$ cat config.mk
export PLATFORM = sky130hd
export DESIGN_NAME = utf8_stream_decoder_core
export DESIGN_NICKNAME = d
export VERILOG_FILES = /design/src/hw/rtl/utf8d_pkg.sv /design/src/hw/rtl/utf8_stream_decoder_core.sv /design/src/hw/rtl/utf8d_step.sv
export SDC_FILE = /design/constraint.sdc
export NUM_CORES = 1
export LEC_CHECK = 0
export BUFFER_PORTS_ARGS = -buffer_cell sky130_fd_sc_hd__buf_2
export CAP_MARGIN = 20
export CORE_UTILIZATION = 50
export DETAILED_ROUTE_END_ITERATION = 10
export PLACE_DENSITY = 0.73
export SETUP_SLACK_MARGIN = 0.3
export SLEW_MARGIN = 20
export SYNTH_ARGS = -nofsm -noshare
export SYNTH_HDL_FRONTEND = slang
export SYNTH_SLANG_ARGS = --single-unit
$ cat constraint.sdc
create_clock -name clk -period 2.5 [get_ports clk]
set_clock_uncertainty 0.15 [all_clocks]
set_input_delay 0.375 -clock clk [delete_from_list [all_inputs] [get_ports clk]]
set_output_delay 0.375 -clock clk [all_outputs]
set_load 0.05 [all_outputs]
$ cat src/hw/rtl/utf8d_pkg.sv
`timescale 1ns / 1ps
// ----------------------------------------------------------------------------
// utf8d_pkg
// Types and constants shared by the UTF-8 stream decoder.
// ----------------------------------------------------------------------------
package utf8d_pkg;

  localparam int CP_W  = 31;
  localparam int LEN_W = 3;
  localparam int OUT_W = 40;

  localparam logic [CP_W-1:0] MIN_LEN2 = 31'h0000080;
  localparam logic [CP_W-1:0] MIN_LEN3 = 31'h0000800;
  localparam logic [CP_W-1:0] MIN_LEN4 = 31'h0010000;
  localparam logic [CP_W-1:0] MIN_LEN5 = 31'h0200000;
  localparam logic [CP_W-1:0] MIN_LEN6 = 31'h4000000;

  typedef struct packed {
    logic [LEN_W-1:0] remaining;
    logic [CP_W-1:0]  acc;
    logic [LEN_W-1:0] total;
  } utf8d_state_t;

  typedef struct packed {
    logic             valid;
    logic [CP_W-1:0]  code_point;
    logic [LEN_W-1:0] seq_length;
    logic             decode_error;
  } utf8d_result_t;

  function automatic logic [CP_W-1:0] min_value(input logic [LEN_W-1:0] len);
    case (len)
      3'd2:    min_value = MIN_LEN2;
      3'd3:    min_value = MIN_LEN3;
      3'd4:    min_value = MIN_LEN4;
      3'd5:    min_value = MIN_LEN5;
      3'd6:    min_value = MIN_LEN6;
      default: min_value = '0;
    endcase
  endfunction

endpackage

$ cat src/hw/rtl/utf8_stream_decoder_core.sv
`timescale 1ns / 1ps
// ----------------------------------------------------------------------------
// utf8_stream_decoder_core
// Byte-serial decoder for original UTF-8 (sequences of 1 to 6 bytes).
// ----------------------------------------------------------------------------
// Usage:
//   s_* carries one raw text byte per word. m_* carries one word per decoded
//   sequence or error: code point and length in m_tdata, error flag in
//   m_tuser. Lead and middle bytes of a sequence produce no output word.
//   An error word (overlong form, bad lead byte, broken continuation) has
//   zero code point and zero length; the offending byte is dropped and the
//   decoder returns to idle.
//   Timing: an input register and an output register surround the decode
//   logic; a result word is loaded into the output register when the step
//   that consumes its last byte from the input register advances.
//   Throughput is one byte per cycle unless the output stalls, as the decode step is combinational.
//   Stall: when m_tready is low the output word holds; the input register
//   still fills, then s_tready drops until the output drains.
//   Reset: rst (synchronous) empties both registers and returns the decoder
//   to idle with a cleared accumulator.
// ----------------------------------------------------------------------------
module utf8_stream_decoder_core
  import utf8d_pkg::*;
(
  input  logic             clk,
  input  logic             rst,
  input  logic             s_tvalid,
  output logic             s_tready,
  input  logic [7:0]       s_tdata,   // [7:0] in_byte
  output logic             m_tvalid,
  input  logic             m_tready,
  output logic [OUT_W-1:0] m_tdata,   // [30:0] code_point, [33:31] seq_length, zero fill
  output logic             m_tuser    // [0] decode_error
);

  logic          in_valid;
  logic [7:0]    in_byte;
  utf8d_state_t  st;
  utf8d_state_t  st_next;
  utf8d_result_t res;
  logic          advance;

  assign advance  = in_valid && (!m_tvalid || m_tready);
  assign s_tready = !in_valid || advance;

  utf8d_step u_step (
    .st      (st),
    .in_byte (in_byte),
    .st_next (st_next),
    .res     (res)
  );

  always_ff @(posedge clk) begin
    if (rst) begin
      in_valid <= 1'b0;
    end else if (s_tready) begin
      in_valid <= s_tvalid;
    end
  end

  always_ff @(posedge clk) begin
    if (s_tready && s_tvalid) begin
      in_byte <= s_tdata;
    end
  end

  always_ff @(posedge clk) begin
    if (rst) begin
      st <= '0;
    end else if (advance) begin
      st <= st_next;
    end
  end

  always_ff @(posedge clk) begin
    if (rst) begin
      m_tvalid <= 1'b0;
    end else if (advance) begin
      m_tvalid <= res.valid;
    end else if (m_tready) begin
      m_tvalid <= 1'b0;
    end
  end

  always_ff @(posedge clk) begin
    if (advance && res.valid) begin
      m_tdata <= {{(OUT_W - CP_W - LEN_W){1'b0}}, res.seq_length, res.code_point};
      m_tuser <= res.decode_error;
    end
  end

endmodule

$ cat src/hw/rtl/utf8d_step.sv
`timescale 1ns / 1ps
// ----------------------------------------------------------------------------
// utf8d_step
// One decode step: current sequence state and one byte in, next state and an
// optional result out.
// ----------------------------------------------------------------------------
module utf8d_step
  import utf8d_pkg::*;
(
  input  utf8d_state_t  st,
  input  logic [7:0]    in_byte,
  output utf8d_state_t  st_next,
  output utf8d_result_t res
);

  logic [CP_W-1:0]  acc_shift;
  logic [LEN_W-1:0] rem_dec;

  assign acc_shift = {st.acc[CP_W-7:0], in_byte[5:0]};
  assign rem_dec   = st.remaining - 3'd1;

  always_comb begin
    st_next = st;
    res     = '0;
    if (st.remaining == '0) begin
      if (!in_byte[7]) begin
        res.valid      = 1'b1;
        res.code_point = {23'd0, in_byte};
        res.seq_length = 3'd1;
      end else if (in_byte[7:6] == 2'b10 || in_byte[7:1] == 7'h7f) begin
        res.valid        = 1'b1;
        res.decode_error = 1'b1;
      end else if (!in_byte[5]) begin
        st_next.acc = {26'd0, in_byte[4:0]};
        st_next.total = 3'd2;
        st_next.remaining = 3'd1;
      end else if (!in_byte[4]) begin
        st_next.acc = {27'd0, in_byte[3:0]};
        st_next.total = 3'd3;
        st_next.remaining = 3'd2;
      end else if (!in_byte[3]) begin
        st_next.acc = {28'd0, in_byte[2:0]};
        st_next.total = 3'd4;
        st_next.remaining = 3'd3;
      end else if (!in_byte[2]) begin
        st_next.acc = {29'd0, in_byte[1:0]};
        st_next.total = 3'd5;
        st_next.remaining = 3'd4;
      end else begin
        st_next.acc = {30'd0, in_byte[0]};
        st_next.total = 3'd6;
        st_next.remaining = 3'd5;
      end
    end else if (in_byte[7:6] != 2'b10) begin
      st_next          = '0;
      res.valid        = 1'b1;
      res.decode_error = 1'b1;
    end else if (rem_dec != '0) begin
      st_next.acc       = acc_shift;
      st_next.remaining = rem_dec;
    end else begin
      st_next   = '0;
      res.valid = 1'b1;
      if (st.total < 3'd2 || st.total > 3'd6 || acc_shift < min_value(st.total)) begin
        res.decode_error = 1'b1;
      end else begin
        res.code_point = acc_shift;
        res.seq_length = st.total;
      end
    end
  end

endmodule
## Word-level counts from Yosys, hierarchy flattened

Cells that the tools add are included.

- Add/sub/neg operators: 1
- $mul: 0
- Div/mod/pow operators: 0
- $lt $le $gt $ge: 3
- Equality and inequality tests: 11
- Shift operators: 0
- Mux-type cells: 27
- Bitwise gates (word level): 0
- Reduce and logical (&&, ||, !) cells: 15

Operators by type and width:

| cell | number |
|---|---|
| two-way mux 37 bit | 7 |
| case mux 27 bit (5 select lines) | 1 |
| two-way mux 34 bit | 3 |
| two-way mux 31 bit | 3 |
| two-way mux 36 bit | 2 |
| two-way mux 35 bit | 1 |
| less-than comparator 31 bit | 1 |
| two-way mux 10 bit | 1 |
| == test 3 bit (second input constant) | 3 |
| two-way mux 1 bit | 8 |
| == test 7 bit (second input constant) | 1 |
| == test 3 x 2 -> 1 bit (second input constant) | 2 |
| inequality test 2 bit (second input constant) | 3 |
| logical OR 1 bit | 5 |
| AND reduction 4 bit | 1 |
| > comparator 3 bit (second input constant) | 1 |
| logical AND 1 bit | 3 |
| logical NOT 3 bit | 1 |
| less-than comparator 3 x 2 -> 1 bit (second input constant) | 1 |
| two-way mux 3 bit | 1 |
| inequality test 3 x 1 -> 1 bit (second input constant) | 1 |
| AND reduction 3 bit | 1 |
| nonzero test 3 bit | 1 |
| subtractor 3 x 1 -> 3 bit (second input constant) | 1 |
| 3 further kinds | 4 |

- Register bits: 76
- Latch bits: 0
- Memory bits (writable): 0
- Memory bits (read-only): 0
- Input bits: 12
- Output and inout bits: 43
- Logic and storage cells: 65
- Memories kept: 0

## Longest topological paths before layout

- Word-level depth: 12
- Depth in mapped cells: 9
- Depth with buffers taken out: 8

## Cells and area by module

From an unflattened synthesis, not the netlist that was laid out.

- Cell total of the unflattened synthesis: 377
- Area, all modules: 4206.5 um2

Modules (own cells, without submodules):

| module | times used | cells an instance | area each (um2) | sequential area each (um2) |
|---|---|---|---|---|
| utf8_stream_decoder_core | 1 | 222 | 3114.2 | 2072.0 |
| utf8d_step | 1 | 155 | 1092.3 | 0.0 |

## Least setup slack after synthesis

OpenSTA, ideal clock, no wires.

- Kind: register -> register
- From: reg, netlist name st[34]
- To: reg m_tdata[0] (enable)
- Setup time: 390 ps
- Data arrival time: 1785 ps
- Required time: 1960 ps
- Setup slack: 175 ps
- Cell stages (with the launch flop): 8
- Buffers on the path: 0
- Clock period less this slack: 2325 ps
- Path through: dfxtp_1 -> inv_1 -> ha_1 -> nand2b_1 -> a31oi_1 -> a31oi_1 -> nand2_1 -> inv_1

- Word-level cells in the longest chain between the ends: 6
- Elaborated cells between the ends (all ways): 7
- Classes of those cells: add/sub: 1; mux: 3; reduce/logical: 3

Ends and longest elaborated chain:

| item | RTL line | RTL |
|---|---|---|
| subtractor 3 x 1 -> 3 bit | utf8d_step.sv:20 | `assign rem_dec = st.remaining - 3'd1;` |
| nonzero test 3 bit | utf8d_step.sv:58 | `end else if (rem_dec != '0) begin` |
| two-way mux 36 bit | utf8d_step.sv:58 |  |
| two-way mux 1 bit | utf8d_step.sv:54 | `end else if (in_byte[7:6] != 2'b10) begin` |
| two-way mux 36 bit (*) | utf8d_step.sv:25 | `if (st.remaining == '0) begin` |
| logical AND 1 bit (*) | utf8_stream_decoder_core.sv:86 | `if (advance && res.valid) begin` |
| end signal, assigned | utf8_stream_decoder_core.sv:87 | `m_tdata <= {{(OUT_W - CP_W - LEN_W){1'b0}}, res.seq_length, res.code_point};` |
| end, declared | utf8_stream_decoder_core.sv:32 | `output logic [OUT_W-1:0] m_tdata,` |

Mark *: on every way between the ends. The rest lies on a longest branch, timed or not.
A chain may end at the register's enable or synchronous reset.

==> flow_metrics.py <==
metrics = {
    "power_and_ir_drop": {
        "power_leakage_uw": 0.00151,
        "ir_drop_mv": 0.450,
        "p_per_area_nw_per_um2": 673,
        "p_total_uw": 2620,
    },
    "yosys": {
        "synth_top_cell_by_area": "edfxtp_1",
        "synth_area_leaders": "edfxtp_1, dfxtp_1, and2_1, a22oi_1, nor2_1",
        "ys_seq_elements": 76,
        "synth.most_common_cell": "edfxtp_1",
        "async_flop_share_pct": 0,
        "synthesis.area_um2": 3250,
        "ys_warn_count": 0,
        "dominantRegCellSynth": "edfxtp_1",
        "synth-edff-count": 43,
        "syn_area_per_cell_um2": 11.7,
        "synth_cell_type_count": 48,
        "seq_area_frac_synth_pct": 60.0,
        "netlist.area_leader.share_pct": 39.7,
        "synth_cells": 278,
        "synth_common_cells": "edfxtp_1, dfxtp_1, and2_1, nor2_1, a22oi_1",
    },
    "global_routing": {
        "grt_pass1_vias": 2147,
        "use_met1_pct": 25.3,
        "top_usage_layer": "met2",
        "grt_pass1_wl_mm": 10.2,
        "use_met3_pct": 5.93,
        "grt_max_degree": 32,
        "grt.overflow.total": 0,
        "met2_usage_pct": 33.3,
        "grt_antenna_before_repair": 0,
        "grt_util_all_layers_pct": 20.6,
    },
    "worst_setup_path": {
        "critical_path_depth": 6,
        "cp.required_ps": 2450,
        "crit_family": "compound AO/OA/AOI/OAI gates",
        "path_buf_inv": 1,
        "timing.rr.end": "m_tdata[4]",
        "worstPathCellList": "or4_1 > o41a_1 > o22ai_2 > a21oi_4 > buf_12 > o21a_1",
        "cp.arrival_ps": 2160,
        "cp-start-kind": "flip-flop",
        "ff2ff_setup_slack_ps": 290,
        "cp-end-kind": "flip-flop",
        "slowest_stage": "or4_1",
        "r2r_cells": 6,
        "r2r_start": "st[0]",
        "critPathMaxStageDelay_ps": 510,
        "crit_type": "reg -> reg",
        "critical_path.max_fanout": 20,
    },
    "layout": {
        "nets": 358,
        "syn_to_final_growth_pct": 19.7,
        "insertedDiodeCount": 0,
        "drive_above_1_share_pct": 29.2,
    },
    "sta": {
        "hold_viol_final": 0,
        "drv_slew": 0,
        "min_period_ps": 2210,
        "tightest_slew_ps": 537,
        "setup_tns_ps": 0,
        "relSlewSlack_pct": 64.1,
        "rsz0062_at_grt": "true",
        "setup_viol": 0,
        "fmax_mhz": 452,
        "whs_ps": 54.0,
        "period_share_pct": 88.4,
    },
    "worst_hold_path": {
        "min_path_cells": 1,
        "min_from": "s_tdata[6]",
        "min_delay_worst_endpoint": "in_byte[6]",
        "min_path_type": "in -> reg",
    },
    "routing": {
        "wire_per_inst_um": 15.5,
        "drtIter0Drc": 149,
        "drtPass1Iterations": 4,
        "vias": 2369,
        "ant_nets": 0,
        "drc": 0,
        "vias_per_cell": 5.64,
        "routed_wl_mm": 6.51,
    },
    "clocking": {
        "cts_buffer_depth": 2,
        "clkSlewWorstSetupHoldPaths_ps": 70,
        "cts_buffers": 9,
        "cts_hold_buf": 0,
        "clock_sinks": 76,
        "cts_tree": "built",
        "cts-root-buf": "clkbuf_8",
        "clock_latency_ps": 340,
        "h-tree-depth": 3,
    },
    "status": {
        "status": "complete, no violations",
    },
    "floorplan": {
        "die-area_um2": 6830,
        "coreArea_um2": 6310,
        "die_w_um": 82.7,
        "ios": 55,
        "rows": 29,
        "start_util_pct": 51.5,
        "die-height_um": 82.7,
    },
    "flow_run": {
        "max-cap-violations": 0,
    },
    "placement": {
        "portBuffers": 48,
        "gp_congestion": 0.863,
        "hpwlAfterDp_mm": 4.37,
    },
}
state kept, by name (all words and copies together), names as in the netlist:
| register | cells |
|---|---|
| st | 31 |
| m_tvalid | 1 |
| m_tuser | 1 |
| in_byte | 8 |
| in_valid | 1 |
| m_tdata | 34 |
placed cells by master (no fill, tap or decap), drive strengths merged, types with 2 or more instances in the layout:
master  instances
a211oi          3
a21oi           8
a22o            5
a22oi          20
a31oi           2
and2           27
buf            64
clkbuf         10
clkinv          4
conb            6
dfxtp          33
edfxtp         43
ha              7
inv             5
mux2i           2
nand2          12
nand2b          4
nand3           5
nand3b          8
nor2           27
nor2b           4
nor3            5
o21a            9
o21ai           5
or2             2
or4             3
metal layers:
metal | part of all wire, % | routed length, µm
met1 | 43 | 2800
met2 | 49 | 3210
met3 | 5.1 | 331
met4 | 2.6 | 166
met5 | 0 | 0
metrics by stage:
stage	std cells	area, µm²	utilization, %	setup WS [ps]
after floorplan	283	3280	-	343
after global placement	400	3600	57.0	279
after detailed placement	400	3600	57.0	227
after CTS	416	3820	60.5	274
after global routing	420	3890	61.7	244
final	420	3890	61.7	289
power by group:
| group | switching [µW] | total (µW) | internal [µW] |
|---|---|---|---|
| combinational | 227 | 323 | 95.8 |
| clock | 428 | 906 | 478 |
| sequential | 26.2 | 1390 | 1370 |
repair_timing:
action	in CTS	in global routing
setup endpoints to repair	41	78
buffers inserted	1	4
resized for setup	7	13
pin swaps	2	3
kinds of logic after synthesis:
group	share of synthesized area (%)
multiplexers	0.615
buffers and inverters	4.42
AND/OR/NAND/NOR	17.2
flip-flops	60.0
XOR/XNOR	0.269
other	0.115
adder cells (fa/ha/maj)	2.69
AO/OA/AOI/OAI	14.7
worst max path at each step:
stage	startpoint	slack [ps]	endpoint
floorplan	st[35]	340	m_tdata[0]
global placement	st[0]	280	m_tdata[33]
detailed placement	st[2]	230	m_tdata[5]
CTS	st[0]	270	m_tdata[1]
global route	st[0]	240	m_tdata[1]
finish	st[0]	290	m_tdata[4]
layout make-up:
class                   count  area (µm²)
repair buffers             64         389
clock inverters             5        52.6
inverters                   6        26.3
clock buffers              10         138
fillers                   515        2420
multi-input cells         182        1230
well taps                  77        96.3
flip-flops and latches     76        1960
Note: power is estimated with default switching activity, not from simulation.
